`src/hdl/jtok_pkg.sv`:
```
// Shared types and codes for the JSON tokenizer.
// Used by jtok_front, jtok_queue, jtok_back and json_tokenizer_top.
package jtok_pkg;

    localparam int WORD_MAX = 8;  // largest word buffer the design supports
    localparam int FLUSH_W  = 4;
    localparam int MAX_RES  = 7;

    localparam logic [1:0] KIND_CONTENT = 2'd0;
    localparam logic [1:0] KIND_TOKEN   = 2'd1;
    localparam logic [1:0] KIND_NOTE    = 2'd2;
    localparam logic [1:0] KIND_VERDICT = 2'd3;

    localparam logic [3:0] TOK_LBRACE  = 4'd0;
    localparam logic [3:0] TOK_RBRACE  = 4'd1;
    localparam logic [3:0] TOK_LBRACK  = 4'd2;
    localparam logic [3:0] TOK_RBRACK  = 4'd3;
    localparam logic [3:0] TOK_COMMA   = 4'd4;
    localparam logic [3:0] TOK_COLON   = 4'd5;
    localparam logic [3:0] TOK_TRUE    = 4'd6;
    localparam logic [3:0] TOK_FALSE   = 4'd7;
    localparam logic [3:0] TOK_NULL    = 4'd8;
    localparam logic [3:0] TOK_NUMBER  = 4'd9;
    localparam logic [3:0] TOK_STRING  = 4'd10;
    localparam logic [3:0] TOK_UNKNOWN = 4'd11;

    localparam logic [2:0] NOTE_UNEXPECTED = 3'd0;
    localparam logic [2:0] NOTE_CONTROL    = 3'd1;
    localparam logic [2:0] NOTE_ESCAPE     = 3'd2;
    localparam logic [2:0] NOTE_HEX        = 3'd3;
    localparam logic [2:0] NOTE_EXPONENT   = 3'd4;
    localparam logic [2:0] NOTE_COMMENT    = 3'd5;

    typedef struct packed {
        logic [1:0] kind;
        logic [3:0] tok;
        logic [7:0] byte_val;
        logic [2:0] note;
        logic       fatal;
        logic       ok;
    } t_res;

    // One accepted byte's work: flushed word bytes first, then up to two results.
    typedef struct packed {
        logic [WORD_MAX-1:0][7:0] word;
        logic [FLUSH_W-1:0]       flush_n;
        logic                     r0_v;
        logic                     r1_v;
        t_res                     r0;
        t_res                     r1;
    } t_cmd;

    function automatic t_res mk_res(logic [1:0] kind, logic [3:0] tok, logic [7:0] b,
                                    logic [2:0] note, logic fatal, logic ok);
        t_res r;
        r.kind     = kind;
        r.tok      = tok;
        r.byte_val = b;
        r.note     = note;
        r.fatal    = fatal;
        r.ok       = ok;
        return r;
    endfunction

endpackage

```
`src/hdl/jtok_queue.sv`:
```
// Short command queue between the lexer front and the result back end.
// Depends on jtok_pkg.
module jtok_queue (
    input  logic           i_clk,
    input  logic           i_rst_n,
    input  logic           i_push,
    input  jtok_pkg::t_cmd i_cmd,
    output logic           o_full,
    input  logic           i_pop,
    output logic           o_empty,
    output jtok_pkg::t_cmd o_cmd
);
    localparam int DEPTH = 4;
    localparam int AW    = $clog2(DEPTH);

    jtok_pkg::t_cmd r_mem [DEPTH];
    logic [AW-1:0]  r_wr, r_rd;
    logic [AW:0]    r_cnt;

    assign o_full  = (r_cnt == (AW+1)'(DEPTH));
    assign o_empty = (r_cnt == '0);
    assign o_cmd   = r_mem[r_rd];

    always_ff @(posedge i_clk) begin
        if (i_push) begin
            r_mem[r_wr] <= i_cmd;
        end
    end

    always_ff @(posedge i_clk) begin
        if (!i_rst_n) begin
            r_wr  <= '0;
            r_rd  <= '0;
            r_cnt <= '0;
        end else begin
            if (i_push) r_wr <= r_wr + 1'b1;
            if (i_pop)  r_rd <= r_rd + 1'b1;
            r_cnt <= r_cnt + (AW+1)'(i_push) - (AW+1)'(i_pop);
        end
    end
endmodule

```
`src/hdl/jtok_front.sv`:
```
// Lexer front end: classifies each text byte and emits at most one queue command.
// Depends on jtok_pkg.
module jtok_front #(
    parameter int KEYWORD_BUF = 5
) (
    input  logic           i_clk,
    input  logic           i_rst_n,
    input  logic           i_cfg_we,
    input  logic           i_cfg_bit,
    input  logic           i_take,
    input  logic [7:0]     i_byte,
    input  logic           i_end,
    output logic           o_push,
    output jtok_pkg::t_cmd o_cmd
);
    localparam int LW = $clog2(KEYWORD_BUF + 1);
    localparam int IW = $clog2(KEYWORD_BUF);

    typedef enum logic [4:0] {
        S_IDLE = 5'd0, S_STR = 5'd1, S_ESC = 5'd2, S_HEX0 = 5'd3, S_HEX1 = 5'd4,
        S_HEX2 = 5'd5, S_HEX3 = 5'd6, S_INT = 5'd7, S_FRAC = 5'd8, S_EXPS = 5'd9,
        S_EXPD = 5'd10, S_WORD = 5'd11, S_SLASH = 5'd12, S_LCOM = 5'd13,
        S_BCOM = 5'd14, S_BSTAR = 5'd15, S_SSTR = 5'd16, S_SESC = 5'd17,
        S_SHEX0 = 5'd18, S_SHEX1 = 5'd19, S_SHEX2 = 5'd20, S_SHEX3 = 5'd21
    } t_state;

    t_state        r_state, n_state;
    logic [LW-1:0] r_wlen, n_wlen;
    logic          r_halt, r_perm;
    logic [7:0]    r_word [KEYWORD_BUF];
    logic          w_we;
    logic [IW-1:0] w_widx;

    logic [7:0] c;
    assign c = i_byte;

    function automatic logic is_digit(logic [7:0] x);
        return x >= "0" && x <= "9";
    endfunction
    function automatic logic is_alpha(logic [7:0] x);
        return (x >= "a" && x <= "z") || (x >= "A" && x <= "Z");
    endfunction
    function automatic logic is_hexd(logic [7:0] x);
        return is_digit(x) || (x >= "a" && x <= "f") || (x >= "A" && x <= "F");
    endfunction

    // Idle-state lexing of one byte; shared by idle and by reprocessed terminators.
    logic         id_v, id_wstart;
    jtok_pkg::t_res id_r;
    t_state       id_st;
    always_comb begin
        id_v      = 1'b0;
        id_wstart = 1'b0;
        id_st     = S_IDLE;
        id_r      = jtok_pkg::mk_res(jtok_pkg::KIND_TOKEN, 4'd0, 8'd0, 3'd0, 1'b0, 1'b0);
        priority if (c == "{") begin
            id_v = 1'b1; id_r.tok = jtok_pkg::TOK_LBRACE;
        end else if (c == "}") begin
            id_v = 1'b1; id_r.tok = jtok_pkg::TOK_RBRACE;
        end else if (c == "[") begin
            id_v = 1'b1; id_r.tok = jtok_pkg::TOK_LBRACK;
        end else if (c == "]") begin
            id_v = 1'b1; id_r.tok = jtok_pkg::TOK_RBRACK;
        end else if (c == ",") begin
            id_v = 1'b1; id_r.tok = jtok_pkg::TOK_COMMA;
        end else if (c == ":") begin
            id_v = 1'b1; id_r.tok = jtok_pkg::TOK_COLON;
        end else if (c == "\"") begin
            id_st = S_STR;
        end else if (c == "-" || is_digit(c)) begin
            id_v  = 1'b1;
            id_r  = jtok_pkg::mk_res(jtok_pkg::KIND_CONTENT, 4'd0, c, 3'd0, 1'b0, 1'b0);
            id_st = S_INT;
        end else if (is_alpha(c)) begin
            id_wstart = 1'b1;
            id_st     = S_WORD;
        end else if (r_perm && c == "/") begin
            id_st = S_SLASH;
        end else if (r_perm && c == "'") begin
            id_st = S_SSTR;
        end else begin
            // drop white space, flag anything else
            id_v = !(c == " " || c == 8'h0a || c == 8'h0d || c == 8'h09);
            id_r = jtok_pkg::mk_res(jtok_pkg::KIND_NOTE, 4'd0, 8'd0,
                                    jtok_pkg::NOTE_UNEXPECTED, 1'b1, 1'b0);
        end
    end

    function automatic logic word_is(logic [LW-1:0] wl, logic [7:0] w [KEYWORD_BUF],
                                     logic [39:0] kw, int len);
        logic m;
        m = (wl == LW'(len));
        for (int i = 0; i < 5; i++) begin
            if (i < len && w[i] != kw[8*(len-1-i) +: 8]) m = 1'b0;
        end
        return m;
    endfunction

    jtok_pkg::t_cmd cmd;
    logic           is_end, is_ctl;
    t_state         base_st, hex_last;

    always_comb begin
        is_end = i_end || (c == 8'd0);
        is_ctl = (c <= 8'h1f) || (c == 8'h7f);
        cmd    = '0;
        for (int i = 0; i < KEYWORD_BUF; i++) begin
            cmd.word[i] = r_word[i];
        end
        n_state = r_state;
        n_wlen  = r_wlen;
        w_we    = 1'b0;
        w_widx  = '0;
        base_st  = (r_state >= S_SSTR) ? S_SSTR : S_STR;
        hex_last = (r_state >= S_SSTR) ? S_SHEX3 : S_HEX3;

        if (is_end) begin
            cmd.r0_v = 1'b1;
            cmd.r0   = jtok_pkg::mk_res(jtok_pkg::KIND_VERDICT, 4'd0, 8'd0, 3'd0, 1'b0,
                                        !r_halt && (r_state == S_IDLE || r_state == S_LCOM));
            n_state  = S_IDLE;
            n_wlen   = '0;
        end else if (!r_halt) begin
            unique case (r_state)
                S_STR, S_SSTR: begin
                    if (c == ((r_state == S_STR) ? 8'h22 : 8'h27)) begin
                        cmd.r0_v = 1'b1;
                        cmd.r0 = jtok_pkg::mk_res(jtok_pkg::KIND_TOKEN,
                                     jtok_pkg::TOK_STRING, 8'd0, 3'd0, 1'b0, 1'b0);
                        n_state = S_IDLE;
                    end else if (c == 8'h5c) begin
                        n_state = t_state'(r_state + 5'd1);
                    end else if (is_ctl) begin
                        cmd.r0_v = 1'b1;
                        cmd.r0 = jtok_pkg::mk_res(jtok_pkg::KIND_NOTE, 4'd0, 8'd0,
                                     jtok_pkg::NOTE_CONTROL, 1'b1, 1'b0);
                    end else begin
                        cmd.r0_v = 1'b1;
                        cmd.r0 = jtok_pkg::mk_res(jtok_pkg::KIND_CONTENT, 4'd0, c,
                                     3'd0, 1'b0, 1'b0);
                    end
                end
                S_ESC, S_SESC: begin
                    n_state  = base_st;
                    cmd.r0_v = 1'b1;
                    cmd.r0   = jtok_pkg::mk_res(jtok_pkg::KIND_CONTENT, 4'd0, c,
                                   3'd0, 1'b0, 1'b0);
                    priority case (c)
                        8'h22, 8'h5c, 8'h2f: ;
                        "b": cmd.r0.byte_val = 8'd8;
                        "f": cmd.r0.byte_val = 8'd12;
                        "n": cmd.r0.byte_val = 8'd10;
                        "r": cmd.r0.byte_val = 8'd13;
                        "t": cmd.r0.byte_val = 8'd9;
                        "u": begin
                            cmd.r0_v = 1'b0;
                            n_state  = t_state'(r_state + 5'd1);
                        end
                        default: cmd.r0 = jtok_pkg::mk_res(jtok_pkg::KIND_NOTE, 4'd0,
                                     8'd0, jtok_pkg::NOTE_ESCAPE, 1'b0, 1'b0);
                    endcase
                end
                S_HEX0, S_HEX1, S_HEX2, S_HEX3, S_SHEX0, S_SHEX1, S_SHEX2, S_SHEX3: begin
                    cmd.r0_v = 1'b1;
                    if (is_hexd(c)) begin
                        cmd.r0 = jtok_pkg::mk_res(jtok_pkg::KIND_CONTENT, 4'd0, c,
                                     3'd0, 1'b0, 1'b0);
                        n_state = (r_state == hex_last) ? base_st
                                                        : t_state'(r_state + 5'd1);
                    end else begin
                        cmd.r0 = jtok_pkg::mk_res(jtok_pkg::KIND_NOTE, 4'd0, 8'd0,
                                     jtok_pkg::NOTE_HEX, 1'b0, 1'b0);
                        n_state = base_st;
                    end
                end
                S_INT, S_FRAC, S_EXPD: begin
                    if (is_digit(c) || (r_state == S_INT && c == ".")
                        || (r_state == S_FRAC && (c == "e" || c == "E"))) begin
                        cmd.r0_v = 1'b1;
                        cmd.r0 = jtok_pkg::mk_res(jtok_pkg::KIND_CONTENT, 4'd0, c,
                                     3'd0, 1'b0, 1'b0);
                        if (!is_digit(c)) n_state = t_state'(r_state + 5'd1);
                    end else begin
                        // close the number, then lex the terminator from idle
                        cmd.r0_v = 1'b1;
                        cmd.r0 = jtok_pkg::mk_res(jtok_pkg::KIND_TOKEN,
                                     jtok_pkg::TOK_NUMBER, 8'd0, 3'd0, 1'b0, 1'b0);
                        cmd.r1_v = id_v;
                        cmd.r1   = id_r;
                        n_state  = id_st;
                        if (id_wstart) begin
                            w_we = 1'b1; n_wlen = LW'(1);
                        end
                    end
                end
                S_EXPS: begin
                    cmd.r0_v = 1'b1;
                    if (is_digit(c) || c == "-" || c == "+") begin
                        cmd.r0 = jtok_pkg::mk_res(jtok_pkg::KIND_CONTENT, 4'd0, c,
                                     3'd0, 1'b0, 1'b0);
                        n_state = S_EXPD;
                    end else begin
                        cmd.r0 = jtok_pkg::mk_res(jtok_pkg::KIND_NOTE, 4'd0, 8'd0,
                                     jtok_pkg::NOTE_EXPONENT, 1'b0, 1'b0);
                        n_state = S_IDLE;
                    end
                end
                S_WORD: begin
                    if (is_alpha(c)) begin
                        if (r_wlen == '0) begin
                            cmd.r0_v = 1'b1;
                            cmd.r0 = jtok_pkg::mk_res(jtok_pkg::KIND_CONTENT, 4'd0, c,
                                         3'd0, 1'b0, 1'b0);
                        end else if (r_wlen < LW'(KEYWORD_BUF)) begin
                            w_we   = 1'b1;
                            w_widx = r_wlen[IW-1:0];
                            n_wlen = r_wlen + 1'b1;
                        end else begin
                            // buffer full: flush it and stream the rest as content
                            cmd.flush_n = jtok_pkg::FLUSH_W'(r_wlen);
                            cmd.r0_v = 1'b1;
                            cmd.r0 = jtok_pkg::mk_res(jtok_pkg::KIND_CONTENT, 4'd0, c,
                                         3'd0, 1'b0, 1'b0);
                            n_wlen = '0;
                        end
                    end else begin
                        cmd.r0_v = 1'b1;
                        cmd.r0 = jtok_pkg::mk_res(jtok_pkg::KIND_TOKEN,
                                     jtok_pkg::TOK_UNKNOWN, 8'd0, 3'd0, 1'b0, 1'b0);
                        priority if (word_is(r_wlen, r_word, 40'h0074727565, 4)) begin
                            cmd.r0.tok = jtok_pkg::TOK_TRUE;
                        end else if (word_is(r_wlen, r_word, 40'h66616c7365, 5)) begin
                            cmd.r0.tok = jtok_pkg::TOK_FALSE;
                        end else if (word_is(r_wlen, r_word, 40'h006e756c6c, 4)) begin
                            cmd.r0.tok = jtok_pkg::TOK_NULL;
                        end else begin
                            cmd.flush_n = jtok_pkg::FLUSH_W'(r_wlen);
                        end
                        cmd.r1_v = id_v;
                        cmd.r1   = id_r;
                        n_state  = id_st;
                        n_wlen   = '0;
                        if (id_wstart) begin
                            w_we = 1'b1; n_wlen = LW'(1);
                        end
                    end
                end
                S_SLASH: begin
                    if (c == "/") n_state = S_LCOM;
                    else if (c == "*") n_state = S_BCOM;
                    else begin
                        cmd.r0_v = 1'b1;
                        cmd.r0 = jtok_pkg::mk_res(jtok_pkg::KIND_NOTE, 4'd0, 8'd0,
                                     jtok_pkg::NOTE_COMMENT, 1'b1, 1'b0);
                    end
                end
                S_LCOM: if (c == 8'h0a || c == 8'h0d) n_state = S_IDLE;
                S_BCOM: if (c == "*") n_state = S_BSTAR;
                S_BSTAR: begin
                    if (c == "/") n_state = S_IDLE;
                    else if (c != "*") n_state = S_BCOM;
                end
                default: begin
                    cmd.r0_v = id_v;
                    cmd.r0   = id_r;
                    n_state  = id_st;
                    if (id_wstart) begin
                        w_we = 1'b1; n_wlen = LW'(1);
                    end
                end
            endcase
        end
    end

    assign o_cmd  = cmd;
    assign o_push = i_take && (cmd.r0_v || cmd.flush_n != '0);

    always_ff @(posedge i_clk) begin
        if (i_take && !is_end && !r_halt && w_we) begin
            r_word[w_widx] <= c;
        end
    end

    always_ff @(posedge i_clk) begin
        if (!i_rst_n) begin
            r_state <= S_IDLE;
            r_wlen  <= '0;
            r_halt  <= 1'b0;
            r_perm  <= 1'b0;
        end else begin
            if (i_cfg_we) r_perm <= i_cfg_bit;
            if (i_take) begin
                r_state <= n_state;
                r_wlen  <= n_wlen;
                if (is_end) r_halt <= 1'b0;
                else if ((cmd.r0_v && cmd.r0.kind == jtok_pkg::KIND_NOTE && cmd.r0.fatal)
                      || (cmd.r1_v && cmd.r1.kind == jtok_pkg::KIND_NOTE && cmd.r1.fatal))
                    r_halt <= 1'b1;
            end
        end
    end
endmodule

```
`src/hdl/jtok_back.sv`:
```
// Result back end: expands one queue command into result beats.
// Depends on jtok_pkg.
module jtok_back (
    input  logic           i_clk,
    input  logic           i_rst_n,
    input  logic           i_empty,
    input  jtok_pkg::t_cmd i_cmd,
    output logic           o_pop,
    output logic           o_valid,
    input  logic           i_ready,
    output jtok_pkg::t_res o_res,
    output logic           o_last
);
    logic [jtok_pkg::FLUSH_W-1:0] r_idx, total;
    logic                         load, last;
    jtok_pkg::t_res               cur;
    jtok_pkg::t_res               r_res;
    logic                         r_valid, r_last;

    always_comb begin
        total = i_cmd.flush_n + jtok_pkg::FLUSH_W'(i_cmd.r0_v)
              + jtok_pkg::FLUSH_W'(i_cmd.r1_v);
        cur = jtok_pkg::mk_res(jtok_pkg::KIND_CONTENT, 4'd0,
                               i_cmd.word[r_idx[$clog2(jtok_pkg::WORD_MAX)-1:0]],
                               3'd0, 1'b0, 1'b0);
        if (r_idx == i_cmd.flush_n) cur = i_cmd.r0;
        else if (r_idx > i_cmd.flush_n) cur = i_cmd.r1;
        // drop anything past the result limit
        last = (r_idx == total - 1'b1)
            || (r_idx == jtok_pkg::FLUSH_W'(jtok_pkg::MAX_RES - 1));
    end

    assign load    = !i_empty && (!r_valid || i_ready);
    assign o_pop   = load && last;
    assign o_valid = r_valid;
    assign o_res   = r_res;
    assign o_last  = r_last;

    always_ff @(posedge i_clk) begin
        if (load) begin
            r_res  <= cur;
            r_last <= last;
        end
    end

    always_ff @(posedge i_clk) begin
        if (!i_rst_n) begin
            r_valid <= 1'b0;
            r_idx   <= '0;
        end else begin
            if (load) begin
                r_valid <= 1'b1;
                r_idx   <= last ? '0 : r_idx + 1'b1;
            end else if (i_ready) begin
                r_valid <= 1'b0;
            end
        end
    end
endmodule

```
`src/hdl/json_tokenizer_top.sv`:
```
// JSON tokenizer: takes one text byte per beat (tlast = end of text) and
// streams results (tuser = result kind, tlast = last result of that byte).
// A byte is taken every cycle while the four-entry command queue has room;
// each byte makes at most one queue command, and the result port drains one
// result per cycle when ready; a byte ending a long word yields up to seven results.
// The single configuration bit enables comments and single-quoted strings.
module json_tokenizer_top #(
    parameter int KEYWORD_BUF = 5
) (
    input  logic        i_clk,
    input  logic        i_rst_n,
    input  logic        i_cfg_valid,
    output logic        o_cfg_ready,
    input  logic        i_cfg_data,
    input  logic        s_axis_tvalid,
    output logic        s_axis_tready,
    input  logic [7:0]  s_axis_tdata,   // text_byte
    input  logic        s_axis_tlast,   // end_of_text
    output logic        m_axis_tvalid,
    input  logic        m_axis_tready,
    // token_type[3:0], content_byte[11:4], note_code[14:12], fatal[15], text_ok[16]
    output logic [23:0] m_axis_tdata,
    output logic [1:0]  m_axis_tuser,   // result_kind
    output logic        m_axis_tlast    // last_result
);
    logic           full, empty, push, pop, take;
    jtok_pkg::t_cmd wcmd, rcmd;
    jtok_pkg::t_res res;

    assign o_cfg_ready   = 1'b1;
    assign s_axis_tready = !full;
    assign take          = s_axis_tvalid && !full;

    jtok_front #(.KEYWORD_BUF(KEYWORD_BUF)) u_front (
        .i_clk(i_clk), .i_rst_n(i_rst_n),
        .i_cfg_we(i_cfg_valid), .i_cfg_bit(i_cfg_data),
        .i_take(take), .i_byte(s_axis_tdata), .i_end(s_axis_tlast),
        .o_push(push), .o_cmd(wcmd)
    );

    jtok_queue u_queue (
        .i_clk(i_clk), .i_rst_n(i_rst_n),
        .i_push(push), .i_cmd(wcmd), .o_full(full),
        .i_pop(pop), .o_empty(empty), .o_cmd(rcmd)
    );

    jtok_back u_back (
        .i_clk(i_clk), .i_rst_n(i_rst_n),
        .i_empty(empty), .i_cmd(rcmd), .o_pop(pop),
        .o_valid(m_axis_tvalid), .i_ready(m_axis_tready),
        .o_res(res), .o_last(m_axis_tlast)
    );

    assign m_axis_tuser = res.kind;
    assign m_axis_tdata = {7'd0, res.ok, res.fatal, res.note, res.byte_val, res.tok};
endmodule

```
`config.mk`:
```
export PLATFORM = sky130hd
export DESIGN_NAME = json_tokenizer_top
export DESIGN_NICKNAME = d
export VERILOG_FILES = /design/src/hdl/jtok_pkg.sv /design/src/hdl/jtok_queue.sv /design/src/hdl/jtok_front.sv /design/src/hdl/jtok_back.sv /design/src/hdl/json_tokenizer_top.sv
export SDC_FILE = /design/constraint.sdc
export NUM_CORES = 1
export LEC_CHECK = 0
export ABC_AREA = 1
export BUFFER_PORTS_ARGS = -buffer_cell sky130_fd_sc_hd__buf_2
export CAP_MARGIN = 10
export CORE_MARGIN = 2
export CORE_UTILIZATION = 25
export DETAILED_ROUTE_END_ITERATION = 16
export PLACE_DENSITY = 0.4
export SLEW_MARGIN = 20
export SYNTH_ARGS = -nofsm -noshare
export SYNTH_HDL_FRONTEND = slang
export SYNTH_HIERARCHICAL = 1
export SYNTH_SLANG_ARGS = --single-unit
```
`constraint.sdc`:
```
create_clock -name i_clk -period 4.8 [get_ports i_clk]
set_input_delay 0.48 -clock i_clk [delete_from_list [all_inputs] [get_ports i_clk]]
set_output_delay 0.48 -clock i_clk [all_outputs]
set_load 0.05 [all_outputs]
```
==> reports/results.tsv <==
metric	value	unit
outcome	finished, final reports clean	
number of I/O pins	45	
Yosys cell types	54	
predominant post-synthesis flop cell	edfxtp_1	
combinational power share	22.4	%
Relative slew margins	34.34	%
clk buf depth	3	
Syn. warnings	6	
Placed Cells	3572	
initial antenna violation count	0	
clk slew on worst S/H paths	70	ps
Max IR drop VDD	0.3082	mV
Peak Freq	0.2598	GHz
setup bufs post-CTS	0	
CTS tree	yes	
Worst Hold Endpoint	u_front/r_perm	
Cells after Synth	2334	
flop-to-flop setup slack	950	ps
Fillers	10090	
die area	0.1001	mm²
critical hold path startpoint	i_cfg_valid	
sequential fraction of design power	43.3	%
CP max-delay cell	clkinv_1	
GPL Wtd Cong	0.9095	
latest clock arrival within the worst-skew pair	630	ps
worst-margin pin slew	978.8	ps
worst reg2reg path depth	13	
RSZ-0062 raised after global routing	false	
kind of critical path	flop to flop	
Top delay family on crit path	simple AND/OR/NAND/NOR gates	
Async SR Flop Fraction	0	%
Slew Limit Fails	0	
Setup Viol. Count Final	0	
Avg Cell Area, Syn	10.45	µm²
number of I/O port buffers	36	
DRT iter0 DRCs	1043	
PostCTS Resize Cnt	0	
synthesized flop and latch total	516	
number of routed nets with antenna violations	0	
mapped cell area	0.02440	mm²
startpoint types	flop	
minimum clock period	3849	ps
Starting Density	25.23	%
HPWL Detailed	45350	µm
vias per cell	4.390	
total wire length	67340	µm
r2r startpoint	u_queue/r_cnt[1]	
share of cells above drive strength 1	9.318	%
Nets	2398	
Post-route DRC	0	
WL/cell	18.30	µm
Final Cycle Share	80.20	%
CTS Buf Count	59	
Die Ht	316.4	µm
Non-Filler Instances	3681	
CP Max Fanout	23	
Storage cell area	0.01526	mm²
CP Capture Type	flop	
first-pass GRT wire length	101500	µm
setup TNS	0	ps
area occupied by multi-input gates	0.006815	mm²
crit-path cells	nor3_1 > inv_1 > nand2_1 > clkinv_1 > nand2_2 > inv_1 > ha_1 > inv_1 > ha_1 > fa_1 > nand3_1 > nand2_1 > nor2_1	
number of synthesized flops with an enable pin	492	
clock share of power	34.3	%
grt ovf	0	
CP peak stage delay	810	ps
CP Buf/Inv Count	4	
Worst Hold Depth	2	
Net Sw Power	4.193	mW
power density cells	473.6	mW/mm²
clk root buf	clkbuf_16	
reg-to-reg endpoint	u_queue/r_cnt[2]	
clk sinks	516	
vias in the first global route	15890	
cell-internal power	8.830	mW
Final Skew	24.53	ps
sequential element share of the synthesized area	62.53	%
leakage power	10.31	nW
Hold Buf Count CTS	0	
Worst EP arrival	4420	ps
# Max-Cap Violations	0	
Rows	114	
Worst EP required	5370	ps
Pre-antenna DRT Iters	5	
Die W	316.4	µm
Most common cell on crit path	inv_1	
total track usage	13.47	%
Sw Ratio	32.20	%
routed via count	16160	
hold crit path type	input pin to flop	
Fin. Hold Viols	0	
H-tree Lvls	2	
Core Area	0.09671	mm²
P&R area growth vs syn	12.70	%
maximum number of pins on one net before global-route repair	81	
-- worst max-delay path by stage --
stage	startpoint	to	slack [ps]	depth (start not counted)
finish	u_queue/r_cnt[1]	u_queue/r_cnt[2]	950	13
global route	u_front/r_state[0]	u_queue/r_mem[0][94]	530	16
CTS	u_front/r_state[0]	u_queue/r_mem[2][38]	1010	16
detailed placement	s_axis_tdata[0]	u_queue/r_mem[2][74]	940	14
global placement	s_axis_tdata[0]	u_queue/r_mem[2][74]	970	14
floorplan	u_front/r_state[0]	u_queue/r_mem[0][0]	270	15
-- layout by cell type, fill, tap and decap left out, types with 6 or more instances in the layout --
cell / count
edfxtp_1: 492
nand2_1: 471
inv_1: 340
a21oi_1: 144
nor2_1: 137
o211ai_1: 114
o21ai_0: 98
nand3_1: 89
o21ai_1: 81
clkbuf_16: 59
conb_1: 40
buf_2: 36
nand4_1: 27
buf_4: 26
ha_1: 24
dfxtp_1: 22
nand2_2: 18
clkbuf_1: 15
inv_2: 15
clkinv_1: 12
nor3_1: 12
clkinv_2: 10
nor2_2: 9
o22ai_1: 9
buf_12: 8
bufinv_16: 7
nor2_4: 7
nand3b_1: 7
o2111ai_1: 7
nor4_1: 6
-- layer usage --
layer | GRT usage, % | vias to the layer above | part of all wire (%)
met5 | 0 | - | 0
met4 | 3.420 | 0 | 2.2
met3 | 1.857 | 77 | 3.3
met2 | 22.77 | 278 | 48
met1 | 18.16 | 7866 | 47
li1 | - | 7938 | -
-- sequential cells by signal, indices dropped and copies added (netlist names), named ones only --
signal and cells:
u_back/o_last 1, u_back/o_res 19, u_back/o_valid 1, u_back/r_idx 4
u_front/o_cmd 40, u_front/r_halt 1, u_front/r_perm 1, u_front/r_state 5
u_front/r_wlen 3, u_queue/r_cnt 3, u_queue/r_mem 432, u_queue/r_rd 2
u_queue/r_wr 2
-- cells in the mapped netlist (10+ instances only) --
master    count  area [µm²]
ha_1         24       300.3
inv_1       345        1295
inv_2        15       56.30
nand2_2      18       112.6
nand4_1      27       168.9
clkbuf_1     10       37.54
dfxtp_1      24       480.5
buf_4        54       405.4
buf_6        41       461.7
a21oi_1     144       720.7
nor2_1      137       514.2
buf_2        39       195.2
edfxtp_1    492       14770
nand2_1     471        1768
nor3_1       12       60.06
o21ai_1      81       405.4
o21ai_0      98       490.5
o211ai_1    114       855.8
nand3_1      89       445.4
-- power by group through the flow --
stage,combinational [mW],sequential (mW),clock (mW)
floorplan,1.82,6.04,0
global route,3.28,5.68,4.79
detailed placement,3.00,5.74,0
global placement,2.99,5.74,0
CTS,3.00,5.65,4.62
finish,2.91,5.64,4.47
-- per-stage QoR --
stage	power (mW)	setup WS [ps]	hold slack [ps]	area [µm²]	utilization, %
final	13.02	950.5	50.51	27500	28.43
after global placement	8.731	970.3	445.3	25580	26.45
after detailed placement	8.738	942.2	453.4	25580	26.45
after CTS	13.27	1009	11.22	27490	28.43
after global routing	13.75	530.0	25.48	27490	28.43
after floorplan	7.853	270.8	435.6	24540	-
-- kinds of logic after synthesis --
logic type | Yosys count | synth area share (%)
AOI/OAI and AO/OA | 478 | 11.52
xor gates and xnor gates | 8 | 0.2872
adders and majority gates | 26 | 1.395
buffers and inverters | 507 | 10.11
DFF | 516 | 62.53
other | 3 | 0.04615
and+or+nand+nor | 796 | 14.12
-- cell type report --
class | instances | share of cell area, %
tap | 1276 | 5.806
sequential | 516 | 55.51
inverter | 362 | 4.987
multi-input combinational | 1348 | 24.79
antenna | 1 | 0.009101
clock buffer | 74 | 5.574
clock inverter | 34 | 1.383
timing repair buffer | 70 | 1.948
No activity file was read; power rests on OpenSTA's default activity.
